File: src/rtl/nhfi_pkg.sv
// ----------------------------------------------------------------------------
// nhfi_pkg
// Shared types, constants and the djb2 fold for the name hash registry.
// ----------------------------------------------------------------------------
`default_nettype none

package nhfi_pkg;

    localparam int unsigned TABLE_DEPTH_DEF = 256;
    localparam logic [31:0] HASH_START      = 32'd5381;
    localparam int unsigned HASH_SHIFT      = 5;

    // Stream widths: tdata fields packed from bit 0, padded to whole bytes
    localparam int unsigned IN_TDATA_W  = 72;   // name_byte[7:0], entry_value[71:8]
    localparam int unsigned OUT_TDATA_W = 48;   // index, added, full, hash, pad

    // Finished name handed from the hash stage to the table
    typedef struct packed {
        logic [31:0] name_hash;
        logic [63:0] entry_value;
    } t_key_req;

    // hash * 33 + byte, wrapping at 32 bits
    function automatic logic [31:0] fold_byte(input logic [31:0] h, input logic [7:0] b);
        fold_byte = (h << HASH_SHIFT) + h + {24'd0, b};
    endfunction

endpackage

`default_nettype wire

File: src/rtl/nhfi_hash.sv
// ----------------------------------------------------------------------------
// nhfi_hash
// Running djb2 hash over incoming name bytes; hands the final hash to the table.
// ----------------------------------------------------------------------------
`default_nettype none

module nhfi_hash (
    input  wire                                i_clk,
    input  wire                                i_rst_n,
    input  wire                                i_s_tvalid,
    output logic                               o_s_tready,
    input  wire  [nhfi_pkg::IN_TDATA_W-1:0]    i_s_tdata,
    input  wire                                i_s_tlast,
    output logic                               o_key_valid,
    output nhfi_pkg::t_key_req                 o_key,
    input  wire                                i_key_ready
);
    import nhfi_pkg::*;

    logic [31:0] r_hash;
    logic [31:0] n_hash;
    logic [31:0] w_folded;
    logic        w_accept;

    // The table must be free to take a finished name; hold off all bytes otherwise
    assign o_s_tready = i_key_ready;
    assign w_accept   = i_s_tvalid && o_s_tready;
    assign w_folded   = fold_byte(r_hash, i_s_tdata[7:0]);

    assign o_key_valid       = w_accept && i_s_tlast;
    assign o_key.name_hash   = w_folded;
    assign o_key.entry_value = i_s_tdata[71:8];

    always_comb begin
        n_hash = r_hash;
        if (w_accept) begin
            n_hash = i_s_tlast ? HASH_START : w_folded;
        end
    end

    always_ff @(posedge i_clk) begin
        if (!i_rst_n) begin
            r_hash <= HASH_START;
        end else begin
            r_hash <= n_hash;
        end
    end

endmodule

`default_nettype wire

File: config.mk
export PLATFORM = sky130hd
export DESIGN_NAME = nhfi_hash
export DESIGN_NICKNAME = d
export VERILOG_FILES = /design/src/rtl/nhfi_pkg.sv /design/src/rtl/nhfi_hash.sv
export SDC_FILE = /design/constraint.sdc
export NUM_CORES = 1
export LEC_CHECK = 0
export BUFFER_PORTS_ARGS = -buffer_cell sky130_fd_sc_hd__buf_2
export CORE_MARGIN = 2
export CORE_UTILIZATION = 44
export DETAILED_ROUTE_END_ITERATION = 8
export PLACE_DENSITY = 0.88
export SLEW_MARGIN = 10
export SYNTH_ARGS = -nofsm -noshare
export SYNTH_HDL_FRONTEND = slang
export SYNTH_SLANG_ARGS = --single-unit
File: constraint.sdc
create_clock -name i_clk -period 3.6 [get_ports i_clk]
set_input_delay 0.72 -clock i_clk [delete_from_list [all_inputs] [get_ports i_clk]]
set_output_delay 0.72 -clock i_clk [all_outputs]
set_load 0.02 [all_outputs]
After elaboration in Yosys (flattened, before gate mapping)
Cells that the tools add are included.
Widths: inputs -> output; s select.
- register bits: 32
- bits of input ports: 77
- word-level logic and storage cells: 6
- add/sub/neg operators: 2
- mux-type cells: 1
- reduce and logical (&&, ||, !) cells: 2
- operators by type and width (operator ; count):
    $add 32x32->32 ; 1
    $add 32x8->32 ; 1
    $mux 32 ; 1
    $logic_and 1x1->1 ; 2

Longest topological paths before layout
Gate-level depths: netlist of the first run.
- depth in word-level cells: 3
- mapped depth: 11

Worst setup path before layout of the first run
Ideal clock, no wire load.
- path kind: input to output
- from: input port i_s_tdata[1] in the netlist's numbering
- to: output port o_key[95] in the netlist's numbering
- data arrival time: 3079 ps
- data required time: 2880 ps
- slack: -199 ps
- stages on the path: 10
- path buffers: 0
- cell sequence: ha_1 > ha_1 > fa_1 > a211oi_1 > o21ai_2 > nand3_1 > a211oi_2 > o31ai_2 > o21ai_0 > xnor2_1
- RTL lines (element ; RTL line ; source):
    from (decl) ; nhfi_hash.sv:12 ; input wire [nhfi_pkg::IN_TDATA_W-1:0] i_s_tdata,
    to (decl) ; nhfi_hash.sv:15 ; output nhfi_pkg::t_key_req o_key,

==> summary.md, run 1 <==
| Metric | Value |
|---|---|
| Status | `complete, but fails checks` |
| Failing checks | `negative setup slack` |
| Worst relative slew slack | `0.3556` |
| Largest net degree at the start of global routing | `18` |
| IO Pins | `175` |
| Biggest regs | `r_hash (32)` |
| Ratio of final minimum period to clock period | `1.083` |
| RSZ-0062 raised after global routing | `yes` |
| Antenna diode count | `0` |
| Final cell count without fillers | `580` |
| Hold_buf cts | `0` |
| Clock power share | `0.282` |
| Dominant cells by area after synthesis | `ha_1 (19%), dfxtp_1 (17%), buf_4 (13%)` |
| Starting Density | `0.4577` |
| Synth cell types | `60` |
| Seq/Total Area, Yosys | `0.1686` |
| Grt ovf | `0` |
| Max reg flops | `32` |
| Switching Power | `0.4682 mW` |
| Leakage | `2.067 nW` |
| CP max FO | `4` |
| Die H | `96.92 um` |
| CTS tree | `yes` |
| Final worst setup slack | `-0.2990 ns` |
| Mapped Avg Cell Area | `8.349 sq um` |
| WL per Instance | `20.46 um` |
| Sequential Power Share | `0.295` |
| Global placer's final weighted congestion | `0.9237` |
| Worst Path Required | `2.88 ns` |
| Most used DFF post-synth | `dfxtp_1` |
| Dpl hpwl | `7901 um` |
| Port Buffer Count | `46` |
| Peak Freq | `256.5 MHz` |
| Sw Ratio | `0.3677` |
| Comb power frac | `0.423` |
| H-tree Lvls | `2` |
| Warnings, synthesis | `0` |
| First DRT Iteration DRCs | `394` |
| Pwr dens | `272.4 nW/um^2` |
| Clock sink total | `32` |
| First-pass GRT wire length | `17850 um` |
| Fin Setup TNS | `-3.853 ns` |
| P&R area growth vs syn | `23.02%` |
| GRT Total Usage | `0.2268` |
| Final Util | `0.5631` |
| Internal power | `0.8050 mW` |
| DRC Markers | `0` |
| Final instance area | `4673 sq um` |
| Yosys top cell area share | `0.1910` |
| Max-capacitance violation count | `0` |
| Antenna violations before repair | `0` |
| Critical path class | `input port to primary output` |
| Post-synth top area cell | `ha_1` |
| CP arrival | `3.18 ns` |
| Final setup skew | `0.008391 ns` |
| Vias per inst | `6.416` |
| Final wirelength | `11860 um` |
| Asr flop ratio synth | `0` |
| Slew @ Worst Pin | `0.9565 ns` |
| Root buffer cell | `clkbuf_8` |
| DRT Pass-1 Iters | `6` |
| Crit path time final | `3.899 ns` |
| Worst skew pair latency | `0.30 ns` |
| EDFF count, synth | `0` |
| Crit end category | `primary output` |
| Slew Viols, Final | `0` |
| Max Buffers Root-to-Sink | `2` |
| Worst hold slack | `0.5007 ns` |
| Yosys reg bits | `32` |
| Syn nets | `594` |
| Class of the worst hold path | `register to register` |
| Antenna Violating Nets Remaining | `0` |
| Reg with most FFs | `r_hash` |
| Clock transition at the registers of the reported paths | `0.07 ns` |
| Synth Instances | `455` |
| Number of CTS-inserted buffers | `5` |
| Worst setup SP type | `input port` |
| Die Wd | `96.92 um` |
| Row count | `33` |
| Final nets | `613` |
| Final setup violation count | `18` |
| Dpl cells | `554` |
| Peak supply drop | `152.1 uV` |
| Vias in the first global route | `3669` |
| Setup slack at placement | `-0.4173 ns` |
| Most frequent cells in the layout | `buf_4 (50), ha_1 (48), nand2_1 (33)` |
| Synthesized cell area | `3799 sq um` |
| Power, Total | `1.273 mW` |
| DP Area | `3875 sq um` |
| Core footprint | `8299 sq um` |
| Fraction of layout cells with a size suffix above 1 | `0.3705` |
| Vias | `3721` |
| Die area | `9393 sq um` |
| Fin. Hold Viols | `0` |
| Most common cell after layout, fill and taps aside | `buf_4` |
## power by group through the flow
stage	registers, mW	logic [mW]	clock network, mW
6_report	0.375	0.539	0.359
5_1_grt	0.376	0.575	0.376
4_1_cts	0.375	0.483	0.358
3_5_place_dp	0.382	0.408	0
3_3_place_gp	0.382	0.397	0
2_1_floorplan	0.378	0.381	0
## cells in the mapped netlist, types with 7 or more instances
cell type,instances
a21o_1,8
xor2_1,11
nor3_1,7
buf_4,65
dfxtp_1,32
nor2b_1,11
ha_1,58
inv_1,8
xnor2_1,14
a22oi_1,9
nand2_1,34
nor2_1,24
a22o_1,14
clkbuf_1,11
o21ai_0,20
a21oi_1,37
## final timing paths
kind | start | end | slack (ns) | cells past startpoint
min | r_hash[30]$_SDFFE_PN0P_ | r_hash[30]$_SDFFE_PN0P_ | 0.50 | 1
max | i_s_tdata[5] | o_key[88] | -0.30 | 14
min reg2reg | r_hash[30]$_SDFFE_PN0P_ | r_hash[30]$_SDFFE_PN0P_ | 0.50 | 1
max reg2reg | r_hash[5]$_SDFFE_PN0P_ | r_hash[28]$_SDFFE_PN0P_ | 0.35 | 16
## per-layer routing
metal  vias to the layer above  wire [um]  global-route usage
met1                      1733       4625              0.2762
met4                         0        598              0.1062
met5                         -          0                   0
li1                       1617          -                   -
met2                       268       5622              0.3814
met3                       103       1017             0.04769
## critical path: stages
cell and delay [ns]:
buf_6 0.07, inv_2 0.03, fa_1 0.50, inv_2 0.05
ha_4 0.28, buf_6 0.11, nand4_1 0.20, a211oi_4 0.33
buf_6 0.17, o21ai_4 0.10, a21oi_2 0.16, o21ai_0 0.13
and2_1 0.18, buf_2 0.15
## area by class of cell
cell class	count	area, sq um
Clock inverter	2	35.03
Sequential cell	32	641.9
Inverter	8	30.03
Timing Repair Buffer	90	675.6
Tap cell	105	131.4
Clock buffer	6	72.57
Fill cell	640	3626
Multi-Input combinational cell	337	3087
## what timing repair did
item                       in CTS  in global routing
setup endpoints to repair      21                 21
resized for setup              68                 46
buffers inserted                9                  9
pin swaps                      32                 19
## cell families after synthesis
| kind of cell | count (synthesis) | share of synthesized area |
|---|---|---|
| buf+inv | 86 | 0.1515 |
| fa+ha+maj | 62 | 0.2121 |
| compound gates | 132 | 0.2454 |
| simple gates | 113 | 0.1479 |
| flops | 32 | 0.1686 |
| xor+xnor | 27 | 0.06621 |
| mux | 3 | 0.008235 |
Power figures use the tool's default switching activity.
==> inputs of run 2 (changes only) <==
--- a/constraint.sdc
+++ b/constraint.sdc
@@ -3,2 +3,2 @@
 set_output_delay 0.72 -clock i_clk [all_outputs]
-set_load 0.02 [all_outputs]
+set_load 0.05 [all_outputs]
==> run 2 against run 1 <==
  * The flow still finishes with violations (negative setup slack)
  * Cell count is 2.4% higher
  * Clock skew is 0.0011 ns lower
  * Setup slack worse by 0.091 ns
  * Via count is 1.2% higher
==> summary.md, run 2 (synthesis results as in run 1) <==
| Metric | Value |
|---|---|
| CP arrival | `3.27 ns (+0.09 ns)` |
| Root buffer cell | `clkbuf_8` |
| Max Buffers Root-to-Sink | `2 (unchanged)` |
| CP max FO | `3 (-1)` |
| Max-capacitance violation count | `0 (unchanged)` |
| Setup slack at placement | `-0.4123 ns (+0.005074 ns)` |
| GRT Total Usage | `0.2389 (+0.01201)` |
| Status | `complete, but fails checks` |
| Largest net degree at the start of global routing | `18 (unchanged)` |
| Grt ovf | `0 (unchanged)` |
| Pwr dens | `282.3 nW/um^2 (+3.6%)` |
| Reg-to-Reg End | `r_hash[16]$_SDFFE_PN0P_` |
| Peak supply drop | `219.4 uV (+44%)` |
| Failing checks | `negative setup slack` |
| P&R area growth vs syn | `27.70%` |
| Die Wd | `96.92 um (unchanged)` |
| Antenna diode count | `0 (unchanged)` |
| Global placer's final weighted congestion | `0.9899 (+7.2%)` |
| Fraction of layout cells with a size suffix above 1 | `0.3906 (+0.02007)` |
| Core footprint | `8299 sq um (unchanged)` |
| Antenna Violating Nets Remaining | `0 (unchanged)` |
| DRT Pass-1 Iters | `5 (-1)` |
| Crit end category | `primary output` |
| Worst Path Required | `2.88 ns (about the same)` |
| FILL cells | `595 (-7.0%)` |
| Hold_buf cts | `0 (unchanged)` |
| Clock sink total | `32 (unchanged)` |
| Slew @ Worst Pin | `0.7920 ns (-0.1645 ns)` |
| Final setup skew | `0.007339 ns (-0.001052 ns)` |
| Antenna violations before repair | `0 (unchanged)` |
| Row count | `33 (unchanged)` |
| Cell Chain, Critical Path | `buf_2 > fa_2 > ha_4 > a21oi_1 > o211ai_1 > o311ai_2 > a2111oi_4 > buf_4 > nand2b_4 > xor2_4 > buf_8` |
| Slowest-stage cell, CP | `fa_2` |
| First-pass GRT wire length | `18460 um (+3.4%)` |
| Sequential cell area | `643.1 sq um (+0.19%)` |
| Vias in the first global route | `3656 (-0.35%)` |
| First DRT Iteration DRCs | `300 (-24%)` |
| Most frequent cells in the layout | `buf_4 (53), ha_1 (50), nand2_1 (32)` |
| Crit-path max cell delay | `0.55 ns (+0.05 ns)` |
| Power, Total | `1.370 mW (+7.6%)` |
| Critical path class | `input port to primary output` |
| Slew Viols, Final | `0 (unchanged)` |
| Final nets | `627 (+2.3%)` |
| Crit path time final | `3.990 ns (+0.09055 ns)` |
| Worst skew pair latency | `0.31 ns (about the same)` |
| Worst relative slew slack | `0.4720 (+0.1164)` |
| Worst hold slack | `0.4990 ns (-0.001656 ns)` |
| Worst setup SP type | `input port` |
| Vias | `3767 (+1.2%)` |
| Starting Density | `0.4577 (unchanged)` |
| IO Pins | `175 (unchanged)` |
| Class of the worst hold path | `register to register` |
| RSZ-0062 raised after global routing | `yes` |
| Area of the multi-input gates | `3118 sq um (+1.0%)` |
| Hold path start | `r_hash[27]$_SDFFE_PN0P_` |
| WL per Instance | `20.99 um (+2.6%)` |
| CTS tree | `yes` |
| Final wirelength | `12470 um (+5.1%)` |
| Worst R2R Start | `r_hash[5]$_SDFFE_PN0P_` |
| Die area | `9393 sq um (unchanged)` |
| Ratio of final minimum period to clock period | `1.108 (+0.02515)` |
| Worst Setup SP | `i_s_tdata[7]` |
| WHS Path Cells | `2 (+1)` |
| Reg with most FFs | `r_hash` |
| Fin. Hold Viols | `0 (unchanged)` |
| DRC Markers | `0 (unchanged)` |
| Flop2flop setup slack | `0.45 ns (+0.10 ns)` |
| Worst Hold Endpoint | `r_hash[27]$_SDFFE_PN0P_` |
| Number of CTS-inserted buffers | `5 (unchanged)` |
| Most common cell after layout, fill and taps aside | `buf_4` |
| Peak Freq | `250.7 MHz (-2.3%)` |
| Clock transition at the registers of the reported paths | `0.08 ns (about the same)` |
| Die H | `96.92 um (unchanged)` |
| Final setup violation count | `20 (+2)` |
| Fin Setup TNS | `-4.232 ns (-0.3792 ns)` |
| Final Util | `0.5845 (+0.02141)` |
| H-tree Lvls | `2 (unchanged)` |
| Leakage | `2.147 nW (+3.9%)` |
| Vias per inst | `6.342 (-1.1%)` |
| Port Buffer Count | `46 (unchanged)` |
| Dpl hpwl | `8755 um (+11%)` |
| Reg2reg path depth | `15 (-1)` |
| Biggest regs | `r_hash (32)` |
| Max reg flops | `32 (unchanged)` |
| Final worst setup slack | `-0.3895 ns (-0.09055 ns)` |
==> run 2: repair_timing <==
action                     in CTS  in global routing
setup buffers                   7                  9
pin swaps                      25                 25
setup endpoints to repair      22                 23
resized for setup              77                 27
hold endpoints to repair        0                  0
cloned                          0                  0
==> run 2: through the flow <==
step | instances | area (sq um)
finish | 594 | 4851
global placement | 572 | 4208
global route | 594 | 4851
CTS | 586 | 4672
detailed placement | 572 | 4208
floorplan | 455 | 4061
==> run 2: layer usage <==
layer | vias to the layer above | global-route usage | share of wire
li1 | 1642 | - | -
met1 | 1778 | 0.2786 | 0.39
met2 | 240 | 0.4033 | 0.47
met5 | - | 0 | 0
met3 | 107 | 0.05058 | 0.087
met4 | 0 | 0.1376 | 0.058
==> run 2: where the power goes <==
group          switching (mW)  leakage, nW  internal [mW]
combinational           0.422         1.84          0.254
sequential             0.0122        0.259          0.363
clock                   0.161       0.0455          0.156
total                   0.595         2.15          0.774
==> run 2: layout make-up <==
cell class,count,area share
Sequential cell,32,0.1326
Inverter,8,0.006190
Multi-Input combinational cell,337,0.6428
Timing Repair Buffer,104,0.1728
Clock buffer,8,0.01857
Tap cell,105,0.02708
==> run 2: worst max-delay path: cells and delay by family <==
family                   cells  cell delay [ns]
adder cells (fa/ha/maj)      2             0.71
XOR/XNOR                     1             0.19
buffers and inverters        3             0.49
AND/OR/NAND/NOR              1             0.16
AO/OA/AOI/OAI                4             1.00
==> run 2: how the worst max path moves through the flow <==
stage                     depth (start not counted)  slack [ns]         to
final                                            11       -0.39  o_key[85]
after global routing                             11       -0.44  o_key[85]
after CTS                                        11       -0.23  o_key[88]
after detailed placement                         12       -0.41  o_key[93]
after global placement                           12       -0.34  o_key[93]
after floorplan                                  10       -0.21  o_key[95]
